`src/sv/varint_varlong_codec_core_defines.svh`:
```
// Assertion macros shared by the varint/varlong codec RTL.
// No dependencies; included by modules that carry assertions.
`ifndef VARINT_VARLONG_CODEC_CORE_DEFINES_SVH
`define VARINT_VARLONG_CODEC_CORE_DEFINES_SVH

`ifndef SYNTH

// Property must hold at every clock edge outside reset.
`define VVC_ASSERT(lbl, clk, rst, prop) \
   lbl: assert property (@(posedge clk) disable iff (rst) (prop)) \
      else $error("vvc assertion failed");

// Condition must never be seen outside reset.
`define VVC_NEVER(lbl, clk, rst, cond) \
   lbl: assert property (@(posedge clk) disable iff (rst) !(cond)) \
      else $error("vvc forbidden condition seen");

`else

`define VVC_ASSERT(lbl, clk, rst, prop)
`define VVC_NEVER(lbl, clk, rst, cond)

`endif

`endif

```
`src/sv/vvc_pkg.sv`:
```
// Types and constants for the varint/varlong codec.
// No dependencies; used by every module of the codec.
`timescale 1ns / 1ps
`default_nettype none

package vvc_pkg;

   localparam int GROUP_BITS  = 7;
   localparam int NUM_GROUPS  = 10;
   localparam int SHORT_LIMIT = 5;
   localparam int LONG_LIMIT  = 10;

   localparam logic CMD_DECODE = 1'b0;
   localparam logic CMD_ENCODE = 1'b1;

   localparam logic [1:0] KIND_VALUE    = 2'd0;
   localparam logic [1:0] KIND_BYTE     = 2'd1;
   localparam logic [1:0] KIND_TOO_BIG  = 2'd2;
   localparam logic [1:0] KIND_DEPLETED = 2'd3;

   typedef logic [3:0] count_type;

   // decoder result toward the output register
   typedef struct packed {
      logic        fire;
      logic [1:0]  kind;
      logic [63:0] value;
   } dec_res_type;

   // one encoded digit from the encode shifter
   typedef struct packed {
      logic       active;
      logic [7:0] data;
      logic       last;
   } enc_digit_type;

endpackage

`default_nettype wire

```
`src/sv/vvc_dec_acc.sv`:
```
// Decode accumulator: packs up to ten 7-bit groups into 64 bits.
// Depends on vvc_pkg and the codec assertion macros.
`timescale 1ns / 1ps
`default_nettype none
`include "varint_varlong_codec_core_defines.svh"

module vvc_dec_acc (
   input  wire                  clock,
   input  wire                  reset,
   input  wire                  strobe,
   input  wire                  long_form,
   input  wire  [7:0]           in_byte,
   input  wire                  byte_is_last,
   output vvc_pkg::dec_res_type res
);

   logic [63:0]        acc_ff, acc_in;
   vvc_pkg::count_type count_ff, count_in;

   logic [63:0] add;
   logic [63:0] merged;
   logic        cont;
   logic        too_big;
   logic        depleted;

   always_comb begin
      add = '0;
      for (int i = 0; i < vvc_pkg::NUM_GROUPS; i++) begin
         if (count_ff == 4'(i)) begin
            add = add | (64'(in_byte[6:0]) << (i * vvc_pkg::GROUP_BITS));
         end
      end
      // short form keeps only what lands below bit 32
      if (!long_form) begin
         add = add & 64'h0000_0000_FFFF_FFFF;
      end
   end

   assign cont   = in_byte[7];
   assign merged = acc_ff | add;

   always_comb begin
      if (long_form) begin
         too_big = cont && (count_ff >= 4'(vvc_pkg::LONG_LIMIT - 1));
      end else begin
         too_big = cont && (count_ff >= 4'(vvc_pkg::SHORT_LIMIT - 1));
      end
   end

   assign depleted = cont && byte_is_last && !too_big;

   always_comb begin
      acc_in    = acc_ff;
      count_in  = count_ff;
      res.fire  = 1'b0;
      res.kind  = vvc_pkg::KIND_VALUE;
      res.value = '0;
      if (strobe) begin
         if (too_big) begin
            acc_in   = '0;
            count_in = '0;
            res.fire = 1'b1;
            res.kind = vvc_pkg::KIND_TOO_BIG;
         end else if (depleted) begin
            acc_in   = '0;
            count_in = '0;
            res.fire = 1'b1;
            res.kind = vvc_pkg::KIND_DEPLETED;
         end else if (cont) begin
            acc_in   = merged;
            count_in = count_ff + 4'd1;
         end else begin
            acc_in   = '0;
            count_in = '0;
            res.fire = 1'b1;
            res.kind = vvc_pkg::KIND_VALUE;
            if (long_form) begin
               res.value = merged;
            end else begin
               res.value = {{32{merged[31]}}, merged[31:0]};
            end
         end
      end
   end

   always_ff @(posedge clock) begin
      if (reset) begin
         acc_ff   <= '0;
         count_ff <= '0;
      end else begin
         acc_ff   <= acc_in;
         count_ff <= count_in;
      end
   end

   `VVC_ASSERT(a_count_range, clock, reset, count_ff <= 4'(vvc_pkg::LONG_LIMIT - 1))
   `VVC_ASSERT(a_fire_clears, clock, reset, res.fire |=> (count_ff == '0 && acc_ff == '0))
   `VVC_NEVER(a_err_value, clock, reset, res.fire && res.kind != vvc_pkg::KIND_VALUE && res.value != '0)

endmodule

`default_nettype wire

```
`src/sv/vvc_enc_ser.sv`:
```
// Encode shifter: one 7-bit group per advance cycle, low first.
// Depends on vvc_pkg.
`timescale 1ns / 1ps
`default_nettype none

module vvc_enc_ser (
   input  wire                    clock,
   input  wire                    reset,
   input  wire                    load,
   input  wire                    long_form,
   input  wire  [63:0]            plain_value,
   input  wire                    advance,
   output vvc_pkg::enc_digit_type digit
);

   logic [63:0] shift_ff, shift_in;
   logic        active_ff, active_in;
   logic        rest_zero;

   assign rest_zero = (shift_ff[63:vvc_pkg::GROUP_BITS] == '0);

   assign digit.active = active_ff;
   assign digit.last   = rest_zero;
   assign digit.data   = {!rest_zero, shift_ff[vvc_pkg::GROUP_BITS-1:0]};

   always_comb begin
      shift_in  = shift_ff;
      active_in = active_ff;
      if (load) begin
         shift_in  = long_form ? plain_value : {32'b0, plain_value[31:0]};
         active_in = 1'b1;
      end else if (active_ff && advance) begin
         shift_in = shift_ff >> vvc_pkg::GROUP_BITS;
         // drop out after the final group
         if (rest_zero) begin
            active_in = 1'b0;
         end
      end
   end

   always_ff @(posedge clock) begin
      if (reset) begin
         active_ff <= 1'b0;
      end else begin
         active_ff <= active_in;
      end
      shift_ff <= shift_in;
   end

endmodule

`default_nettype wire

```
`src/sv/varint_varlong_codec_core.sv`:
```
// Top level of the LEB128-style varint/varlong codec: request handshake, output register.
// Depends on vvc_pkg, vvc_dec_acc, vvc_enc_ser and the codec assertion macros.
//
//   channel  direction  handshake           contents
//   req_     in         req_valid/req_stall command, form, byte, last flag, value
//   rsp_     out        rsp_valid/rsp_stall kind, decoded value, byte, last flag
//
// Decode takes a byte per unstalled cycle; the output register holds its result next cycle.
// Encode loads the shift register; it emits one 7-bit group per cycle while output is free.
// Requests stall while an encode is shifting out or the output register is held.
// Synchronous reset clears the decode accumulator, group count and valid flags.
`timescale 1ns / 1ps
`default_nettype none
`include "varint_varlong_codec_core_defines.svh"

module varint_varlong_codec_core (
   input  wire               clock,
   input  wire               reset,
   input  wire               req_valid,
   output logic              req_stall,
   input  wire               req_command,
   input  wire               req_long_form,
   input  wire        [7:0]  req_in_byte,
   input  wire               req_byte_is_last,
   input  wire signed [63:0] req_plain_value,
   output logic              rsp_valid,
   input  wire               rsp_stall,
   output logic       [1:0]  rsp_kind,
   output logic signed [63:0] rsp_decoded_value,
   output logic       [7:0]  rsp_out_byte,
   output logic              rsp_last
);

   logic        rsp_valid_ff, rsp_valid_in;
   logic [1:0]  rsp_kind_ff, rsp_kind_in;
   logic [63:0] rsp_value_ff, rsp_value_in;
   logic [7:0]  rsp_byte_ff, rsp_byte_in;
   logic        rsp_last_ff, rsp_last_in;

   logic                   out_free;
   logic                   req_accept;
   logic                   dec_strobe;
   logic                   enc_load;
   logic                   enc_advance;
   vvc_pkg::dec_res_type   dec_res;
   vvc_pkg::enc_digit_type enc_digit;

   assign out_free    = !rsp_valid_ff || !rsp_stall;
   assign req_stall   = enc_digit.active || !out_free;
   assign req_accept  = req_valid && !req_stall;
   assign dec_strobe  = req_accept && (req_command == vvc_pkg::CMD_DECODE);
   assign enc_load    = req_accept && (req_command == vvc_pkg::CMD_ENCODE);
   assign enc_advance = enc_digit.active && out_free;

   vvc_dec_acc u_dec (
      .clock        (clock),
      .reset        (reset),
      .strobe       (dec_strobe),
      .long_form    (req_long_form),
      .in_byte      (req_in_byte),
      .byte_is_last (req_byte_is_last),
      .res          (dec_res)
   );

   vvc_enc_ser u_enc (
      .clock       (clock),
      .reset       (reset),
      .load        (enc_load),
      .long_form   (req_long_form),
      .plain_value (req_plain_value),
      .advance     (enc_advance),
      .digit       (enc_digit)
   );

   always_comb begin
      rsp_valid_in = rsp_valid_ff;
      rsp_kind_in  = rsp_kind_ff;
      rsp_value_in = rsp_value_ff;
      rsp_byte_in  = rsp_byte_ff;
      rsp_last_in  = rsp_last_ff;
      if (out_free) begin
         rsp_valid_in = 1'b0;
      end
      if (dec_res.fire) begin
         rsp_valid_in = 1'b1;
         rsp_kind_in  = dec_res.kind;
         rsp_value_in = dec_res.value;
         rsp_byte_in  = '0;
         rsp_last_in  = 1'b1;
      end else if (enc_advance) begin
         rsp_valid_in = 1'b1;
         rsp_kind_in  = vvc_pkg::KIND_BYTE;
         rsp_value_in = '0;
         rsp_byte_in  = enc_digit.data;
         rsp_last_in  = enc_digit.last;
      end
   end

   always_ff @(posedge clock) begin
      if (reset) begin
         rsp_valid_ff <= 1'b0;
      end else begin
         rsp_valid_ff <= rsp_valid_in;
      end
      rsp_kind_ff  <= rsp_kind_in;
      rsp_value_ff <= rsp_value_in;
      rsp_byte_ff  <= rsp_byte_in;
      rsp_last_ff  <= rsp_last_in;
   end

   assign rsp_valid         = rsp_valid_ff;
   assign rsp_kind          = rsp_kind_ff;
   assign rsp_decoded_value = rsp_value_ff;
   assign rsp_out_byte      = rsp_byte_ff;
   assign rsp_last          = rsp_last_ff;

   `VVC_ASSERT(a_enc_blocks_req, clock, reset, enc_digit.active |-> req_stall)
   `VVC_ASSERT(a_enc_ends_last, clock, reset, ($fell(enc_digit.active) && !$past(reset)) |-> (rsp_valid && rsp_last && rsp_kind == vvc_pkg::KIND_BYTE))
   `VVC_NEVER(a_single_last, clock, reset, rsp_valid && rsp_kind != vvc_pkg::KIND_BYTE && !rsp_last)
   `VVC_NEVER(a_one_source, clock, reset, dec_res.fire && enc_advance)

endmodule

`default_nettype wire
```
`config.mk`:
```
export PLATFORM = sky130hd
export DESIGN_NAME = varint_varlong_codec_core
export DESIGN_NICKNAME = d
export VERILOG_FILES = /design/src/sv/vvc_pkg.sv /design/src/sv/vvc_dec_acc.sv /design/src/sv/vvc_enc_ser.sv /design/src/sv/varint_varlong_codec_core.sv
export VERILOG_INCLUDE_DIRS = /design/src /design/src/sv
export SDC_FILE = /design/constraint.sdc
export NUM_CORES = 1
export LEC_CHECK = 0
export ABC_AREA = 1
export CELL_PAD_IN_SITES_DETAIL_PLACEMENT = 0
export CELL_PAD_IN_SITES_GLOBAL_PLACEMENT = 1
export CORE_MARGIN = 2
export CORE_UTILIZATION = 30
export DETAILED_ROUTE_END_ITERATION = 8
export DONT_BUFFER_PORTS = 1
export PLACE_DENSITY = 0.64
export SYNTH_ARGS = -nofsm -noshare
export SYNTH_HDL_FRONTEND = slang
export SYNTH_SLANG_ARGS = --single-unit
export TNS_END_PERCENT = 1
```
`constraint.sdc`:
```
create_clock -name clock -period 5.5 [get_ports clock]
set_clock_uncertainty 0.15 [all_clocks]
set_input_delay 0.825 -clock clock [delete_from_list [all_inputs] [get_ports clock]]
set_output_delay 0.825 -clock clock [all_outputs]
set_load 0.03 [all_outputs]
```
## Yosys cells after proc, flatten, opt, wreduce, memory -nomap -nowiden

Index checks and enable logic that the tools add are counted.

- Register bits: 209
- Bits in latches: 0
- RAM bits: 0
- Bits in read-only memories: 0
- Bits of input ports: 79
- Output and inout bits: 77
- Memories kept: 0

- Add/subtract/negate cells: 1
- $mul: 0
- Div/mod/pow operators: 0
- Order comparisons: 2
- Equality and inequality tests: 9
- Shifts and indexed selects: 0
- Mux-type cells: 38
- Bitwise operators: 11
- Reductions and logical operators: 24

Operators by type and width:

| cell | number |
|---|---|
| two-way mux 64 bit | 21 |
| two-way mux 67 bit | 2 |
| bitwise OR 64 bit | 2 |
| bitwise OR 64 x 14 -> 64 bit | 1 |
| bitwise OR 64 x 21 -> 64 bit | 1 |
| bitwise OR 64 x 28 -> 64 bit | 1 |
| bitwise OR 64 x 35 -> 64 bit | 1 |
| bitwise OR 64 x 42 -> 64 bit | 1 |
| bitwise OR 64 x 49 -> 64 bit | 1 |
| bitwise OR 64 x 56 -> 64 bit | 1 |
| bitwise OR 64 x 63 -> 64 bit | 1 |
| logical NOT 57 bit | 1 |
| == test 4 x 3 -> 1 bit (second input constant) | 4 |
| two-way mux 4 bit | 3 |
| logical AND 1 bit | 9 |
| == test 4 x 2 -> 1 bit (second input constant) | 2 |
| == test 4 bit (second input constant) | 2 |
| two-way mux 1 bit | 7 |
| two-way mux 7 bit | 1 |
| logical NOT 1 bit | 6 |
| two-way mux 3 bit | 2 |
| nonzero test 2 bit | 3 |
| adder 4 x 1 -> 4 bit (second input constant) | 1 |
| == test 4 x 1 -> 1 bit (second input constant) | 1 |
| 8 further kinds | 10 |

## Logic depth before layout (Yosys ltp)

- Word-level depth: 28
- Mapped depth: 12

## Hierarchy

Synthesis repeated with hierarchy kept, for this count alone.

- Cell total of the unflattened synthesis: 1368
- Area, all modules: 10844.2 µm²

Modules (own cells, without submodules):

| module | instances | cells each | area each (µm²) |
|---|---|---|---|
| vvc_dec_acc | 1 | 755 | 4753.3 |
| vvc_enc_ser | 1 | 336 | 3062.9 |
| varint_varlong_codec_core | 1 | 277 | 3027.9 |

## Least setup slack after synthesis

OpenSTA, ideal clock, no wires.

- Kind: in2reg
- Start point: input port rsp_stall
- End point: register u_enc.shift_ff[0] (enable)
- Library setup time: 424 ps
- Arrival time: 3030 ps
- Data required time: 4926 ps
- Setup slack: 1897 ps
- Stages on the path: 6
- Path through: nand2_1 -> nand3_2 -> nor2_2 -> inv_2 -> clkbuf_1 -> nand2_1

- Word-level cells in the longest chain between the ends: 8
- Elaborated cells on any way between the ends: 10
- Those cells by class: reduce/logical (10)

RTL lines:

| item | line | RTL |
|---|---|---|
| start, declared | varint_varlong_codec_core.sv:27 | `input wire rsp_stall,` |
| logical NOT 1 bit * | varint_varlong_codec_core.sv:48 | `assign out_free = !rsp_valid_ff \|\| !rsp_stall;` |
| logical OR 1 bit * | varint_varlong_codec_core.sv:48 |  |
| logical NOT 1 bit | varint_varlong_codec_core.sv:49 | `assign req_stall = enc_digit.active \|\| !out_free;` |
| logical OR 1 bit | varint_varlong_codec_core.sv:49 |  |
| logical NOT 1 bit | varint_varlong_codec_core.sv:50 | `assign req_accept = req_valid && !req_stall;` |
| logical AND 1 bit | varint_varlong_codec_core.sv:50 |  |
| logical AND 1 bit | varint_varlong_codec_core.sv:52 | `assign enc_load = req_accept && (req_command == vvc_pkg::CMD_ENCODE);` |
| nonzero test 2 bit (no line) * | - |  |
| end signal, assigned | vvc_enc_ser.sv:47 | `shift_ff <= shift_in;` |
| end, declared | vvc_enc_ser.sv:16 | `logic [63:0] shift_ff, shift_in;` |

Every way passes the cells marked *; elsewhere a longest branch is shown, timed or not.
A chain may end at the register's enable or synchronous reset.

## Worst setup path after layout

- Start point: register rsp_valid_ff, in the netlist rsp_valid
- End point: register u_enc.shift_ff[57] (enable)

- Word-level cells in the longest chain between the ends: 8
- Elaborated cells on any way between the ends: 10
- Those cells by class: reduce/logical (10)

RTL lines:

| item | line | RTL |
|---|---|---|
| start, declared | varint_varlong_codec_core.sv:34 | `logic rsp_valid_ff, rsp_valid_in;` |
| start signal, assigned | varint_varlong_codec_core.sv:103 | `rsp_valid_ff <= rsp_valid_in;` |
| logical NOT 1 bit * | varint_varlong_codec_core.sv:48 |  |
| logical OR 1 bit * | varint_varlong_codec_core.sv:48 |  |
| logical NOT 1 bit | varint_varlong_codec_core.sv:49 |  |
| logical OR 1 bit | varint_varlong_codec_core.sv:49 |  |
| logical NOT 1 bit | varint_varlong_codec_core.sv:50 |  |
| logical AND 1 bit | varint_varlong_codec_core.sv:50 |  |
| logical AND 1 bit | varint_varlong_codec_core.sv:52 |  |
| nonzero test 2 bit (no line) * | - |  |

Marked as above.

==> impl_metrics.tcl <==
set metrics [dict create \
    via_per_inst 4.48 \
    synth_cells 962 \
    drtAntennaViolNets 0 \
    synth_adder_area_share_pct 0.560 \
    nets 1036 \
    die_w_um 177 \
    grt_pass1_vias 5935 \
    setup_ws_ps 2130 \
    hold_viol_final 0 \
    grt_pass1_wl_um 33800 \
    grt.total_usage_pct 13.9 \
    drive_gt1_share_pct 7.93 \
    routed_wl_um 22000 \
    drt_iter0_markers 495 \
    cts_tree "built" \
    synth_top_family_by_area "simple AND/OR/NAND/NOR gates" \
    cts_setup_buffers 0 \
    slew_violations 0 \
    synthFlopType "edfxtp_1" \
    fmax_mhz 297 \
    reg2reg_to "u_enc.shift_ff[57]" \
    core_area_mm2 0.0295 \
    r2r-start "rsp_valid" \
    drc 0 \
    met2_usage_pct 22.3 \
    num_vias 6098 \
    antenna_cells 0 \
    cap_violations 0 \
    antenna_found_initial 0 \
    netlist_area_mm2 0.00893 \
    clkTransAtPathRegs_ps 60 \
    worstSkewPairLatency_ps 520 \
    synthMuxAreaShare_pct 0.112 \
    dieArea_mm2 0.0312 \
    place.gp.congestion 0.752 \
    met3_usage_pct 4.13 \
    min_path_type "in2reg" \
    startpoint "rsp_valid" \
    cts_max_level 1 \
    peakVddDrop_uv 201 \
    syn_nets 1045 \
    power_density_mw_per_mm2 378 \
    outcome "complete, no violations" \
    dpl.hpwl_um 14800 \
    synth-edff-count 130 \
    finalCritPeriodShare_pct 61.2 \
    post_cts_resized 0 \
    synth_seq_cells 209 \
    grt_max_degree 73 \
    yosys.area.top_type "edfxtp_1" \
    post-route-min-period_ps 3370 \
    slew_headroom_pct 22.6 \
    synthToLayoutAreaGrowth_pct 12.7 \
    worstMarginPinSlew_ps 1160 \
    pre_cts_slack_ps 1800 \
    ioPinCount 156 \
    cts.hold.buffers_added 0 \
    grt_overflow 0 \
    synth_xor_xnor_area_share_pct 0.294 \
    final_common_cell "nand2_1" \
    worstPathRequired_ps 5600 \
    worst-r2r-setup-slack_ps 2130 \
    reg2reg_depth 6 \
    ys_seq_area_share_pct 61.4 \
    endpoint "u_enc.shift_ff[57]" \
    die_h_um 177 \
    setup_viol 0 \
    crit_type "reg2reg" \
    initial_core_util_pct 30.3 \
    numCtsBuffers 24 \
    synth-warning-count 0 \
    io_buffers 0 \
    cp_max_fo 54 \
    cp.arrival_ps 3470 \
    clk_path_buf_depth 3 \
    synth_compound_area_share_pct 10.1 \
    grt_use_met1_pct 18.7 \
    firstDrtPassIters 5 \
    cts_sinks 209 \
    ys_async_sr_fraction_pct 0 \
    synth-simple-area-share_pct 20.9 \
    synthTopCellsByArea "edfxtp_1, dfxtp_1, nand2_1, nor2_1, a21oi_1" \
    cts-root-buf "clkbuf_16" \
    p_leak_nw 3.67 \
    end_kind "register" \
    totalNegativeSetupSlack_ps 0 \
    layout.filler_cells 3103 \
    rows 63 \
    cp-start-kind "register" \
    ys_types 28 \
    avgSynthCellArea_um2 9.29 \
    most-common-layout-cells "nand2_1, nor2_1, edfxtp_1" \
    netlist.area_leader.share_pct 43.7 \
    top_usage_layer "met2" \
    avgRoutedWirePerCell_um 16.2 \
    rsz0062_at_grt "no" \
]
-- flip-flops by register name, indices dropped and copies added (netlist names), 2 cells and up --
signal	flops
u_enc.shift_ff	64
u_dec.count_ff	4
rsp_out_byte	8
rsp_kind	2
rsp_decoded_value	64
u_dec.acc_ff	64
-- cells in the mapped netlist (5+ instances only) --
master and instances:
nor2_4 20, nor2_1 146, clkbuf_1 31, a21oi_1 87, edfxtp_1 130, nand2_1 226
buf_2 5, nand3_1 32, o21bai_1 10, dfxtp_1 79, inv_1 99, a31oi_1 10
o21ai_0 59
-- per-stage QoR --
step | utilization (%) | total power [mW] | area, um^2 | cells | hold slack [ps]
floorplan | - | 2.18 | 8930 | 962 | 302
global placement | 31.4 | 2.25 | 9270 | 1317 | 309
detailed placement | 31.4 | 2.25 | 9270 | 1317 | 319
CTS | 34.2 | 3.87 | 10100 | 1361 | 208
global route | 34.2 | 3.97 | 10100 | 1361 | 209
finish | 34.2 | 3.81 | 10100 | 1361 | 234
-- metal layers --
| metal | vias up | wire length, um |
|---|---|---|
| met3 | 25 | 1530 |
| li1 | 3115 | - |
| met2 | 129 | 10100 |
| met1 | 2829 | 10100 |
| met4 | 0 | 321 |
| met5 | - | 0 |
-- worst max-delay path, stage by stage, from the launching register on --
cell	delay [ps]
dfxtp_1	510
nand2_1	160
nand3_2	200
nor2_4	50
inv_2	630
nand2_2	880
buf_4	480
-- final cells by class --
cell class / count / area (um^2) / area share, %
sequential: 209 / 5490 / 54.5
tap: 390 / 488 / 4.85
clock buffer: 40 / 742 / 7.37
clock inverter: 4 / 56.3 / 0.559
timing repair buffer: 7 / 52.6 / 0.522
inverter: 101 / 379 / 3.77
multi-input combinational: 610 / 2870 / 28.5
-- power breakdown --
part / total, mW / switching, mW / internal, mW
clock network: 1.60 / 0.632 / 0.965
logic: 0.250 / 0.188 / 0.0620
registers: 1.96 / 0.156 / 1.80
-- cells by family (layout without fill, tap and decap cells) --
family / count (synthesis) / after routing
compound gates: 169 / 169
buf+inv: 143 / 152
fa+ha+maj: 4 / 4
xor+xnor: 3 / 3
flops: 209 / 209
mux: 1 / 1
simple gates: 433 / 433
-- how the worst min path moves through the flow --
stage                     slack [ps]             start               end  cells after the start
after floorplan                  300  u_dec.acc_ff[17]  u_dec.acc_ff[17]                      2
after global placement           310  u_dec.acc_ff[31]  u_dec.acc_ff[31]                      2
after detailed placement         320  u_dec.acc_ff[19]  u_dec.acc_ff[19]                      2
after CTS                        210             reset   u_enc.active_ff                      1
after global routing             210             reset   u_enc.active_ff                      1
final                            230             reset   u_enc.active_ff                      1
Power figures use the tool's default switching activity.
